<file path="src/rtl/wrsi_pkg.sv">
`timescale 1ns / 1ps
// ----------------------------------------------------------------------------
// Wilder RSI stream package
// Shared widths, constants and the controller state type of the RSI block.
// ----------------------------------------------------------------------------
package wrsi_pkg;

    localparam int PRICE_FIELD_W = 32;
    localparam int PERIOD_W      = 8;
    localparam int RSI_W         = 14;
    localparam int OUT_DATA_W    = 16;
    localparam int AVG_W         = 64;
    localparam int PROD_W        = AVG_W + RSI_W;
    localparam int SC_IDX_W      = $clog2(RSI_W);

    localparam int PRICE_BITS_DEF = 32;
    localparam int FRAC_BITS_DEF  = 16;
    localparam int PERIOD_MAX_DEF = 255;

    localparam logic [PERIOD_W-1:0] RESET_PERIOD = 8'd14;
    localparam logic [RSI_W-1:0]    RSI_SCALE    = 14'd10000;
    localparam logic [RSI_W-1:0]    RSI_FULL     = 14'd10000;

    typedef enum logic [7:0] {
        S_IDLE = 8'b0000_0001,
        S_PREP = 8'b0000_0010,
        S_DIVP = 8'b0000_0100,
        S_UPD  = 8'b0000_1000,
        S_CHK  = 8'b0001_0000,
        S_MUL  = 8'b0010_0000,
        S_DIVR = 8'b0100_0000,
        S_DONE = 8'b1000_0000
    } t_state;

endpackage

</file>
<file path="src/rtl/wilder_rsi_stream_top.sv">
`timescale 1ns / 1ps
// ----------------------------------------------------------------------------
// Wilder RSI stream
// Streaming relative strength index with Wilder smoothing, bit-serial datapath.
// ----------------------------------------------------------------------------
// One item is worked on at a time, and the block takes the next item as soon
// as the previous result sits in the output register. An item that only stores
// a price or adds to the seed sums passes through the prepare and done states.
// An item that completes the seed or applies smoothing runs the divide-by-period
// unit one quotient bit per cycle, then a bit-serial multiply by 10000 and a
// restoring divide of the product by the sum of the averages. The multiply and
// final divide are skipped when either average is zero.
module wilder_rsi_stream_top #(
    parameter int PRICE_BITS = wrsi_pkg::PRICE_BITS_DEF,
    parameter int FRAC_BITS  = wrsi_pkg::FRAC_BITS_DEF,
    parameter int PERIOD_MAX = wrsi_pkg::PERIOD_MAX_DEF
) (
    input  logic                                i_clk,
    input  logic                                i_rst_n,
    input  logic                                i_s_axis_tvalid,
    output logic                                o_s_axis_tready,
    input  logic [wrsi_pkg::PRICE_FIELD_W-1:0]  i_s_axis_tdata,  // [31:0] price
    input  logic                                i_s_axis_tuser,  // [0] new_series
    output logic                                o_m_axis_tvalid,
    input  logic                                i_m_axis_tready,
    output logic [wrsi_pkg::OUT_DATA_W-1:0]     o_m_axis_tdata,  // [13:0] rsi_hundredths
    output logic                                o_m_axis_tuser,  // [0] rsi_valid
    input  logic                                i_cfg_wr_en,
    input  logic [wrsi_pkg::PERIOD_W-1:0]       i_cfg_wr_data
);
    import wrsi_pkg::*;

    localparam int CNT_W      = $clog2(PERIOD_MAX + 2);
    localparam int CMP_W      = (CNT_W > PERIOD_W) ? CNT_W : PERIOD_W;
    localparam int SEED_ITERS = AVG_W + FRAC_BITS;
    localparam int ITER_W     = $clog2(SEED_ITERS + PROD_W);

    t_state                 r_state, n_state;
    logic [PERIOD_W-1:0]    r_period, n_period;
    logic [PRICE_BITS-1:0]  r_last, n_last;
    logic [PRICE_BITS-1:0]  r_gain, n_gain;
    logic [PRICE_BITS-1:0]  r_loss, n_loss;
    logic [CNT_W-1:0]       r_count, n_count;
    logic [AVG_W-1:0]       r_avg_g, n_avg_g;
    logic [AVG_W-1:0]       r_avg_l, n_avg_l;
    logic [AVG_W-1:0]       r_dq_g, n_dq_g;
    logic [AVG_W-1:0]       r_dq_l, n_dq_l;
    logic [PERIOD_W-1:0]    r_rp_g, n_rp_g;
    logic [PERIOD_W-1:0]    r_rp_l, n_rp_l;
    logic                   r_up_g, n_up_g;
    logic                   r_up_l, n_up_l;
    logic                   r_smooth, n_smooth;
    logic [ITER_W-1:0]      r_iter, n_iter;
    logic [PROD_W-1:0]      r_acc, n_acc;
    logic [AVG_W-1:0]       r_rem, n_rem;
    logic [AVG_W-1:0]       r_s, n_s;
    logic [RSI_W-1:0]       r_q, n_q;
    logic                   r_res_valid, n_res_valid;
    logic                   r_m_valid, n_m_valid;
    logic [RSI_W-1:0]       r_m_data, n_m_data;
    logic                   r_m_user, n_m_user;

    logic [CMP_W-1:0]       w_p;
    logic [PERIOD_W-1:0]    w_p8;
    logic [CMP_W-1:0]       w_n;
    logic [PRICE_BITS-1:0]  w_price;
    logic [AVG_W-1:0]       w_sum_g, w_sum_l;
    logic [AVG_W-1:0]       w_x_g, w_x_l;
    logic                   w_xup_g, w_xup_l;
    logic [AVG_W-1:0]       w_d_g, w_d_l;
    logic                   w_feed;
    logic [PERIOD_W:0]      w_r2_g, w_r2_l;
    logic                   w_ge_g, w_ge_l;
    logic [AVG_W-1:0]       w_rs;
    logic                   w_ge_r;

    assign o_s_axis_tready = (r_state == S_IDLE);
    assign o_m_axis_tvalid = r_m_valid;
    assign o_m_axis_tdata  = OUT_DATA_W'(r_m_data);
    assign o_m_axis_tuser  = r_m_user;

    always_comb begin
        w_p = CMP_W'(r_period);
        if (r_period == '0) begin
            w_p = CMP_W'(1);
        end else if (w_p > CMP_W'(PERIOD_MAX)) begin
            w_p = CMP_W'(PERIOD_MAX);
        end
    end

    assign w_p8    = w_p[PERIOD_W-1:0];
    assign w_n     = CMP_W'(r_count);
    assign w_price = PRICE_BITS'(i_s_axis_tdata);

    assign w_sum_g = r_avg_g + AVG_W'(r_gain);
    assign w_sum_l = r_avg_l + AVG_W'(r_loss);
    assign w_x_g   = AVG_W'(r_gain) << FRAC_BITS;
    assign w_x_l   = AVG_W'(r_loss) << FRAC_BITS;
    assign w_xup_g = (w_x_g >= r_avg_g);
    assign w_xup_l = (w_x_l >= r_avg_l);
    assign w_d_g   = w_xup_g ? (w_x_g - r_avg_g)
                             : (r_avg_g - w_x_g + AVG_W'(w_p8) - AVG_W'(1));
    assign w_d_l   = w_xup_l ? (w_x_l - r_avg_l)
                             : (r_avg_l - w_x_l + AVG_W'(w_p8) - AVG_W'(1));

    assign w_feed  = r_smooth || (r_iter >= ITER_W'(FRAC_BITS));
    assign w_r2_g  = {r_rp_g, w_feed & r_dq_g[AVG_W-1]};
    assign w_r2_l  = {r_rp_l, w_feed & r_dq_l[AVG_W-1]};
    assign w_ge_g  = (w_r2_g >= {1'b0, w_p8});
    assign w_ge_l  = (w_r2_l >= {1'b0, w_p8});

    assign w_rs    = {r_rem[AVG_W-2:0], r_acc[PROD_W-1]};
    assign w_ge_r  = (w_rs >= r_s);

    always_comb begin
        n_state     = r_state;
        n_period    = r_period;
        n_last      = r_last;
        n_gain      = r_gain;
        n_loss      = r_loss;
        n_count     = r_count;
        n_avg_g     = r_avg_g;
        n_avg_l     = r_avg_l;
        n_dq_g      = r_dq_g;
        n_dq_l      = r_dq_l;
        n_rp_g      = r_rp_g;
        n_rp_l      = r_rp_l;
        n_up_g      = r_up_g;
        n_up_l      = r_up_l;
        n_smooth    = r_smooth;
        n_iter      = r_iter;
        n_acc       = r_acc;
        n_rem       = r_rem;
        n_s         = r_s;
        n_q         = r_q;
        n_res_valid = r_res_valid;
        n_m_valid   = r_m_valid && !i_m_axis_tready;
        n_m_data    = r_m_data;
        n_m_user    = r_m_user;

        if (i_cfg_wr_en) begin
            n_period = i_cfg_wr_data;
        end

        case (r_state)
            S_IDLE: begin
                if (i_s_axis_tvalid) begin
                    n_last = w_price;
                    n_gain = (w_price >= r_last) ? (w_price - r_last) : '0;
                    n_loss = (w_price < r_last) ? (r_last - w_price) : '0;
                    if (i_s_axis_tuser) begin
                        n_count = '0;
                        n_avg_g = '0;
                        n_avg_l = '0;
                    end
                    n_state = S_PREP;
                end
            end
            S_PREP: begin
                if (r_count == '0) begin
                    n_count     = CNT_W'(1);
                    n_res_valid = 1'b0;
                    n_q         = '0;
                    n_state     = S_DONE;
                end else if (w_n <= w_p) begin
                    n_avg_g = w_sum_g;
                    n_avg_l = w_sum_l;
                    n_count = CNT_W'(w_n + CMP_W'(1));
                    if (w_n == w_p) begin
                        n_dq_g   = w_sum_g;
                        n_dq_l   = w_sum_l;
                        n_rp_g   = '0;
                        n_rp_l   = '0;
                        n_smooth = 1'b0;
                        n_iter   = ITER_W'(SEED_ITERS - 1);
                        n_state  = S_DIVP;
                    end else begin
                        n_res_valid = 1'b0;
                        n_q         = '0;
                        n_state     = S_DONE;
                    end
                end else begin
                    n_count  = CNT_W'(w_p + CMP_W'(1));
                    n_dq_g   = w_d_g;
                    n_dq_l   = w_d_l;
                    n_up_g   = w_xup_g;
                    n_up_l   = w_xup_l;
                    n_rp_g   = '0;
                    n_rp_l   = '0;
                    n_smooth = 1'b1;
                    n_iter   = ITER_W'(AVG_W - 1);
                    n_state  = S_DIVP;
                end
            end
            S_DIVP: begin
                n_rp_g = w_ge_g ? PERIOD_W'(w_r2_g - {1'b0, w_p8}) : w_r2_g[PERIOD_W-1:0];
                n_rp_l = w_ge_l ? PERIOD_W'(w_r2_l - {1'b0, w_p8}) : w_r2_l[PERIOD_W-1:0];
                n_dq_g = {r_dq_g[AVG_W-2:0], w_ge_g};
                n_dq_l = {r_dq_l[AVG_W-2:0], w_ge_l};
                if (r_iter == '0) begin
                    n_state = S_UPD;
                end else begin
                    n_iter = r_iter - ITER_W'(1);
                end
            end
            S_UPD: begin
                if (!r_smooth) begin
                    n_avg_g = r_dq_g;
                    n_avg_l = r_dq_l;
                end else begin
                    n_avg_g = r_up_g ? (r_avg_g + r_dq_g) : (r_avg_g - r_dq_g);
                    n_avg_l = r_up_l ? (r_avg_l + r_dq_l) : (r_avg_l - r_dq_l);
                end
                n_state = S_CHK;
            end
            S_CHK: begin
                n_res_valid = 1'b1;
                if (r_avg_l == '0) begin
                    n_q     = RSI_FULL;
                    n_state = S_DONE;
                end else if (r_avg_g == '0) begin
                    n_q     = '0;
                    n_state = S_DONE;
                end else begin
                    n_acc   = '0;
                    n_s     = r_avg_g + r_avg_l;
                    n_iter  = ITER_W'(RSI_W - 1);
                    n_state = S_MUL;
                end
            end
            S_MUL: begin
                n_acc = (r_acc << 1)
                      + (RSI_SCALE[r_iter[SC_IDX_W-1:0]] ? PROD_W'(r_avg_g) : '0);
                if (r_iter == '0) begin
                    n_rem   = '0;
                    n_q     = '0;
                    n_iter  = ITER_W'(PROD_W - 1);
                    n_state = S_DIVR;
                end else begin
                    n_iter = r_iter - ITER_W'(1);
                end
            end
            S_DIVR: begin
                n_rem = w_ge_r ? (w_rs - r_s) : w_rs;
                n_q   = {r_q[RSI_W-2:0], w_ge_r};
                n_acc = r_acc << 1;
                if (r_iter == '0) begin
                    n_state = S_DONE;
                end else begin
                    n_iter = r_iter - ITER_W'(1);
                end
            end
            S_DONE: begin
                if (!r_m_valid || i_m_axis_tready) begin
                    n_m_valid = 1'b1;
                    n_m_data  = r_q;
                    n_m_user  = r_res_valid;
                    n_state   = S_IDLE;
                end
            end
            default: begin
                n_state = S_IDLE;
            end
        endcase
    end

    always_ff @(posedge i_clk) begin
        if (!i_rst_n) begin
            r_state   <= S_IDLE;
            r_period  <= RESET_PERIOD;
            r_last    <= '0;
            r_count   <= '0;
            r_avg_g   <= '0;
            r_avg_l   <= '0;
            r_m_valid <= 1'b0;
        end else begin
            r_state   <= n_state;
            r_period  <= n_period;
            r_last    <= n_last;
            r_count   <= n_count;
            r_avg_g   <= n_avg_g;
            r_avg_l   <= n_avg_l;
            r_m_valid <= n_m_valid;
        end
    end

    always_ff @(posedge i_clk) begin
        r_gain      <= n_gain;
        r_loss      <= n_loss;
        r_dq_g      <= n_dq_g;
        r_dq_l      <= n_dq_l;
        r_rp_g      <= n_rp_g;
        r_rp_l      <= n_rp_l;
        r_up_g      <= n_up_g;
        r_up_l      <= n_up_l;
        r_smooth    <= n_smooth;
        r_iter      <= n_iter;
        r_acc       <= n_acc;
        r_rem       <= n_rem;
        r_s         <= n_s;
        r_q         <= n_q;
        r_res_valid <= n_res_valid;
        r_m_data    <= n_m_data;
        r_m_user    <= n_m_user;
    end

endmodule
</file>
<file path="config.mk">
export PLATFORM = sky130hd
export DESIGN_NAME = wilder_rsi_stream_top
export DESIGN_NICKNAME = d
export VERILOG_FILES = /design/src/rtl/wrsi_pkg.sv /design/src/rtl/wilder_rsi_stream_top.sv
export SDC_FILE = /design/constraint.sdc
export NUM_CORES = 2
export LEC_CHECK = 0
export BUFFER_PORTS_ARGS = -buffer_cell sky130_fd_sc_hd__clkbuf_2
export CORE_UTILIZATION = 60
export CTS_CLUSTER_DIAMETER = 200
export DETAILED_ROUTE_END_ITERATION = 7
export GPL_TIMING_DRIVEN = 1
export PLACE_DENSITY = 0.79
export SETUP_SLACK_MARGIN = 0.2
export SYNTH_ARGS = -nofsm -noshare
export SYNTH_HDL_FRONTEND = slang
export SYNTH_SLANG_ARGS = --single-unit
</file>
<file path="constraint.sdc">
create_clock -name i_clk -period 12.9 [get_ports i_clk]
set_clock_uncertainty 0.2 [all_clocks]
set_input_delay 0.645 -clock i_clk [delete_from_list [all_inputs] [get_ports i_clk]]
set_output_delay 0.645 -clock i_clk [all_outputs]
set_load 0.05 [all_outputs]
</file>
* After elaboration in Yosys (flattened, before gate mapping)
Memory sizes are Yosys's and may differ from the RTL's. A register that Yosys moved wholly into a read port is not among the register bits.
Index checks and enable logic that the tools add are counted.
Widths: inputs -> output; s select.
** Storage, ports and cells
- Output and inout bits :: 19
- Memory bits (writable) :: 0
- Latch bits :: 0
- Memories kept :: 1
- Register bits :: 640
- Logic and storage cells :: 200
- Bits in read-only memories :: 16
- Input port bits :: 46
** Operators by class
- Add/sub/neg operators :: 24
- Shift operators :: 0
- Multiply operators :: 0
- Muxes and demuxes :: 77
- Bitwise operators :: 6
- Eq/ne operators :: 25
- Reductions and logical operators :: 33
- Divide/modulo/power cells :: 0
- Order comparisons :: 10
** Memory list
- (no name shown) :: depth 16, width 1, rd ports 1, clocked after memory_dff 1, write ports 0, RTL line wilder_rsi_stream_top.sv:233 : + (RSI_SCALE[r_iter[SC_IDX_W-1:0]] ? PROD_W'(r_avg_g) : '0);
** Operators with widths (number)
- $mux 64 :: 19
- $pmux 64 s3 :: 2
- $pmux 64 s2 :: 2
- $pmux 78 s3 :: 1
- $add 64x64->64 :: 3
- $mux 8 :: 23
- $mux 78 :: 2
- $add 64x32->64 :: 2
- $add 64x8->64 :: 2
- $ge 48x64->1 :: 2
- $logic_not 64->1 :: 2
- $sub 48x64->64 :: 2
- $sub 64x1->64 const B :: 2
- $sub 64x48->64 :: 2
- $sub 64x64->64 :: 2
- $mux 63 :: 2
- $pmux 63 s2 :: 1
- $mux 14 :: 6
- $add 78x64->78 :: 1
- $ge 64x64->1 :: 1
- $pmux 8 s8 :: 1
- $sub 32x32->32 :: 2
- $sub 63x63->63 :: 1
- $pmux 14 s4 :: 1
- 44 further kinds :: 91

* Longest topological paths before layout
- Word-level depth :: 8
- Depth in mapped cells :: 25
- Gate-level depth less buffers :: 23

* Worst setup path after synthesis
OpenSTA, ideal clock, no wires.
- Path type :: register to register
- From :: register r_state[6]
- To :: register r_dq_g[0] (enable)
- Cell stages (with the launch flop) :: 9
- Arrival time :: 11.555 ns
- Setup slack :: 0.298 ns
- Cells stage by stage :: dfxtp_1 clkbuf_1 nor2_1 nand2_1 nor3_1 nand3b_1 clkbuf_1 clkbuf_1 o21ai_0
** On the way
- Longest elaborated chain between the ends :: 3
- Elaborated cells between the ends (all ways) :: 6
** Ends and longest elaborated chain
- start, declared :: RTL line wilder_rsi_stream_top.sv:38 : t_state r_state, n_state;
- start signal, assigned :: RTL line wilder_rsi_stream_top.sv:277 : r_state <= n_state;
- $eq 8x2->1 / $eq 8x3->1 (equally long branches) :: RTL line wilder_rsi_stream_top.sv:145 : case (r_state)
- $ne 3x3->1 (no line) (tied with other cells)
- $reduce_and 3->1 (no line) *
- end signal, assigned :: RTL line wilder_rsi_stream_top.sv:290 : r_dq_g <= n_dq_g;
- end, declared :: RTL line wilder_rsi_stream_top.sv:46 : logic [AVG_W-1:0] r_dq_g, n_dq_g;
Every way passes the cells marked *; elsewhere a longest branch is shown, timed or not.
A chain may end at the register's enable or synchronous reset.

* Worst setup path in the final report
- From :: register r_dq_g[10]
- To :: register r_avg_g[63]
** On the way
- Longest elaborated chain between the ends :: 4
- Elaborated cells between the ends (all ways) :: 5
** Ends and longest elaborated chain
- $sub 64x64->64 / $add 64x64->64 (equally long branches) :: RTL line wilder_rsi_stream_top.sv:211 : n_avg_g = r_up_g ? (r_avg_g + r_dq_g) : (r_avg_g - r_dq_g);
- $mux 64 * :: RTL line wilder_rsi_stream_top.sv:211
- $mux 64 * :: RTL line wilder_rsi_stream_top.sv:207 : if (!r_smooth) begin
- $pmux 64 s3 * :: RTL line wilder_rsi_stream_top.sv:145
- end signal, assigned :: RTL line wilder_rsi_stream_top.sv:281 : r_avg_g <= n_avg_g;
- end, declared :: RTL line wilder_rsi_stream_top.sv:44 : logic [AVG_W-1:0] r_avg_g, n_avg_g;
Marked as above.

==> metrics.md <==
| Metric | Value |
|---|---|
| Outcome | complete, but fails checks |
| Violated checks | DRC |
| Commonest cells after routing, fill and taps aside | a21oi_1 (1023), nor2_1 (856), ha_1 (847), nand2_1 (803), o21ai_0 (676) |
| DR vias | approximately 74000 |
| CTS Buf Count | between 70 and 80 |
| Final instance area | approximately 78000 um^2 |
| Full die area | ~120000 um^2 |
| Final Critical Period | a little over 7 ns |
| Insertion delay to the later sink of the worst-skew pair | approximately 0.71 ns |
| Sw Share | a little over 40% |
| Vias in the first global route | 70300 |
| Setup TNS | 0 ns |
| Layout cells sized above 1 | between 4 and 5% |
| DP HPWL | approximately 210000 um |
| WS Path Type | reg2reg |
| Logic pwr share | 39.4% |
| Average cell area after synthesis | 7.784 um^2 |
| CTS sink count | 641 |
| Clock network power share | between 20 and 30% |
| Max Buffers Root-to-Sink | 3 |
| Synth area leaders | edfxtp_1 (18%), ha_1 (14%), a21oi_1 (6.9%) |
| Final slew viol count | 0 |
| Fin crit share | 55.36% |
| Static Leak | between 0.03 and 0.04 uW |
| Initial antenna violation count | 7 |
| Max cap viols | 0 |
| VDD IR-drop max | roughly 0.18 mV |
| GRT overflow | 0 |
| Placed inst area | 75390 um^2 |
| Pint | 4890 uW |
| Max Used Layer | met5 |
| Flop pwr share | 31.3% |
| Most used DFF post-synth | edfxtp_1 |
| Critical path endpoint category | flip-flop |
| Synth cell types | 106 |
| RSZ-0062 raised after global routing | false |
| RD Place Congestion | between 1 and 1.5 |
| Largest net degree at the start of global routing | ~110 |
| Yosys top cell by area | edfxtp_1 |
| Worst Path Required | approximately 13 ns |
| Post-synth EDFFs | approximately 450 |
| Worst slew pin tran | 1.306 ns |
| Area delta synth->final | 6.153% |
| DR vias/cell | 6.736 |
| Routed length on met1 | around 110000 um |
| PwrDens | approximately 100 nW/um^2 |
| Gr usage total | between 40% and 50% |
| CTS tree | done |
| Height of the die | 353.0 um |
| Met2 routed WL | around 120000 um |
| Setup violators final | 0 |
| Commonest non-fill, non-tap cell in the layout | a21oi_1 |
| Psw | between 3000 and 4000 uW |
| Startpoint types | flip-flop |
| Routed Antenna Nets | 0 |
| Synthesized flop and latch total | 641 |
| Die W | between 300 and 400 um |
| Worst hold path class | in2reg |
| Setup Fix Bufs, Post-CTS | 0 |
| Synth warn | 0 |
| CP arrival | ~7.6 ns |
| Iteration-0 DRC Markers | between 9000 and 10000 |
| First-pass GRT wire length | around 400000 um |
| Synth Instances | between 9000 and 10000 |
| PortBufs | 62 |
| Clock root cell | clkbuf_16 |
| Met3 WL | between 30000 and 40000 um |
| Synthesized area | around 74000 um^2 |
| Maximum clock rate | 0.1400 GHz |
| Final Hold Vio Count | 0 |
| Cell Rows | approximately 130 |
| Drt total wl | approximately 270000 um |
| Clock slew at reported path FFs | about 0.06 ns |
| Worst-path fanout max | 5 |
| Final core area utilization | 64.30% |
| I/O pin cnt | 65 |
| Resize count post-CTS | 0 |
| H-tree lvl count | 3 |
| Final #Nets | between 10000 and 15000 |
| Area of the core | between 100000 and 150000 um^2 |
| First-pass DRT Iterations | 8 |
| Initial Util | 60.57% |
| Worst slew margin | between 10% and 20% |
| Post-synth ARST share | 0% |
| Sequential-to-total area share from yosys stat | around a quarter |
| DR DRC count | 3 |
| Post-synth top area share | between 15 and 20% |
| Drt wl/cell | 24.88 um |
-- metal layers --
layer | vias to the layer above | track usage, %
li1 | 34270 | -
met3 | 826 | 9.307
met2 | 4301 | 66.62
met4 | 10 | 22.26
met5 | - | 0
met1 | 34820 | 54.09
-- layout make-up --
type                       instances  area [um^2]
antenna                            6        15.01
clock buffer                     100         2138
clock inverter                    45        590.6
fill                           10750        43570
inverter                         599         2257
multi-input combinational       7806        52630
sequential                       641        17380
tap                             1625         2033
timing repair buffer             198         1426
-- worst max-delay path, stage by stage, from the launching register on --
cell,delay [ns]
edfxtp_1,0.47
or4_1,0.59
or3_4,0.37
or3_4,0.39
nor4_1,0.61
nand2_1,0.22
nor2_1,0.40
a21oi_1,0.14
xor2_1,0.20
ha_1,0.29
nand2_1,0.08
nor2_1,0.26
nand2_1,0.11
a2111oi_2,0.58
nor2_1,0.24
o41ai_1,0.62
a21oi_1,0.20
a21oi_1,0.24
mux2_4,0.33
nor3_1,0.13
nor3b_1,0.08
o31a_1,0.29
-- synthesized netlist by cell type, drive strengths merged, types with 56 or more instances --
cell type,number
ha,847
xor2,322
o21ai,684
and2,125
o21bai,124
xnor2,450
inv,597
o31ai,56
o211ai,67
nand3,166
nor2,859
nand2,806
a21oi,1026
dfxtp,187
nand2b,82
a221oi,69
a21o,393
nor4,83
a31oi,102
and3,73
clkbuf,410
edfxtp,454
a211oi,165
nor2b,115
nor3,217
nand4,175
mux2i,82
o21a,85
-- power by group through the flow --
stage | Sequential, uW | Combinational (uW) | Clock (uW)
CTS | 2540 | 3130 | 2400
global route | 2550 | 3500 | 2470
global placement | 2580 | 3060 | 0
floorplan | 2450 | 2330 | 0
detailed placement | 2590 | 3100 | 0
finish | 2560 | 3220 | 2390
-- metrics by stage --
stage          worst slack [ns]  power, uW  instances  hold WS (ns)
3_5_place_dp              5.863       5688      10840        0.2168
5_1_grt                   5.664       8520      11020       0.01452
3_3_place_gp              5.868       5642      10840        0.2028
4_1_cts                   5.822       8076      11010      0.006431
2_1_floorplan            0.2981       4776       9497        0.2003
6_report                  5.759       8179      11020       0.04278
-- sequential cells by signal, indices dropped and copies added (netlist names), 9 cells and up, named ones only --
signal / cells
r_m_data: 14
r_loss: 32
r_acc: 78
r_avg_l: 64
r_gain: 32
r_count: 9
r_dq_l: 64
r_q: 14
r_rem: 63
r_avg_g: 64
r_s: 64
r_dq_g: 64
r_last: 32
-- what timing repair did --
item | 4_1_cts | 5_1_grt
setup endpoints to repair | 0 | 0
hold buffers | 33 | 0
hold endpoints to repair | 33 | 0
-- worst paths after layout --
kind         cells past startpoint  slack, ns      endpoint         startpoint
max                             21       5.76   r_avg_g[63]         r_dq_g[10]
min                              3       0.04     r_last[5]  i_s_axis_tdata[5]
max reg2reg                     21       5.76   r_avg_g[63]         r_dq_g[10]
min reg2reg                      0       0.23  r_m_data[13]            r_q[13]
-- cell families (layout without fill, tap and decap cells) --
kind of cell	Yosys count	in the layout	synth area share, %
mux	107	107	1.496
other cells	1	8	0.005073
flops	641	641	23.51
xor+xnor	772	772	9.157
compound gates	3174	3174	27.12
buf+inv	1050	942	5.452
simple gates	2891	2891	18.58
fa+ha+maj	860	860	14.69
Power figures use the tool's default switching activity.
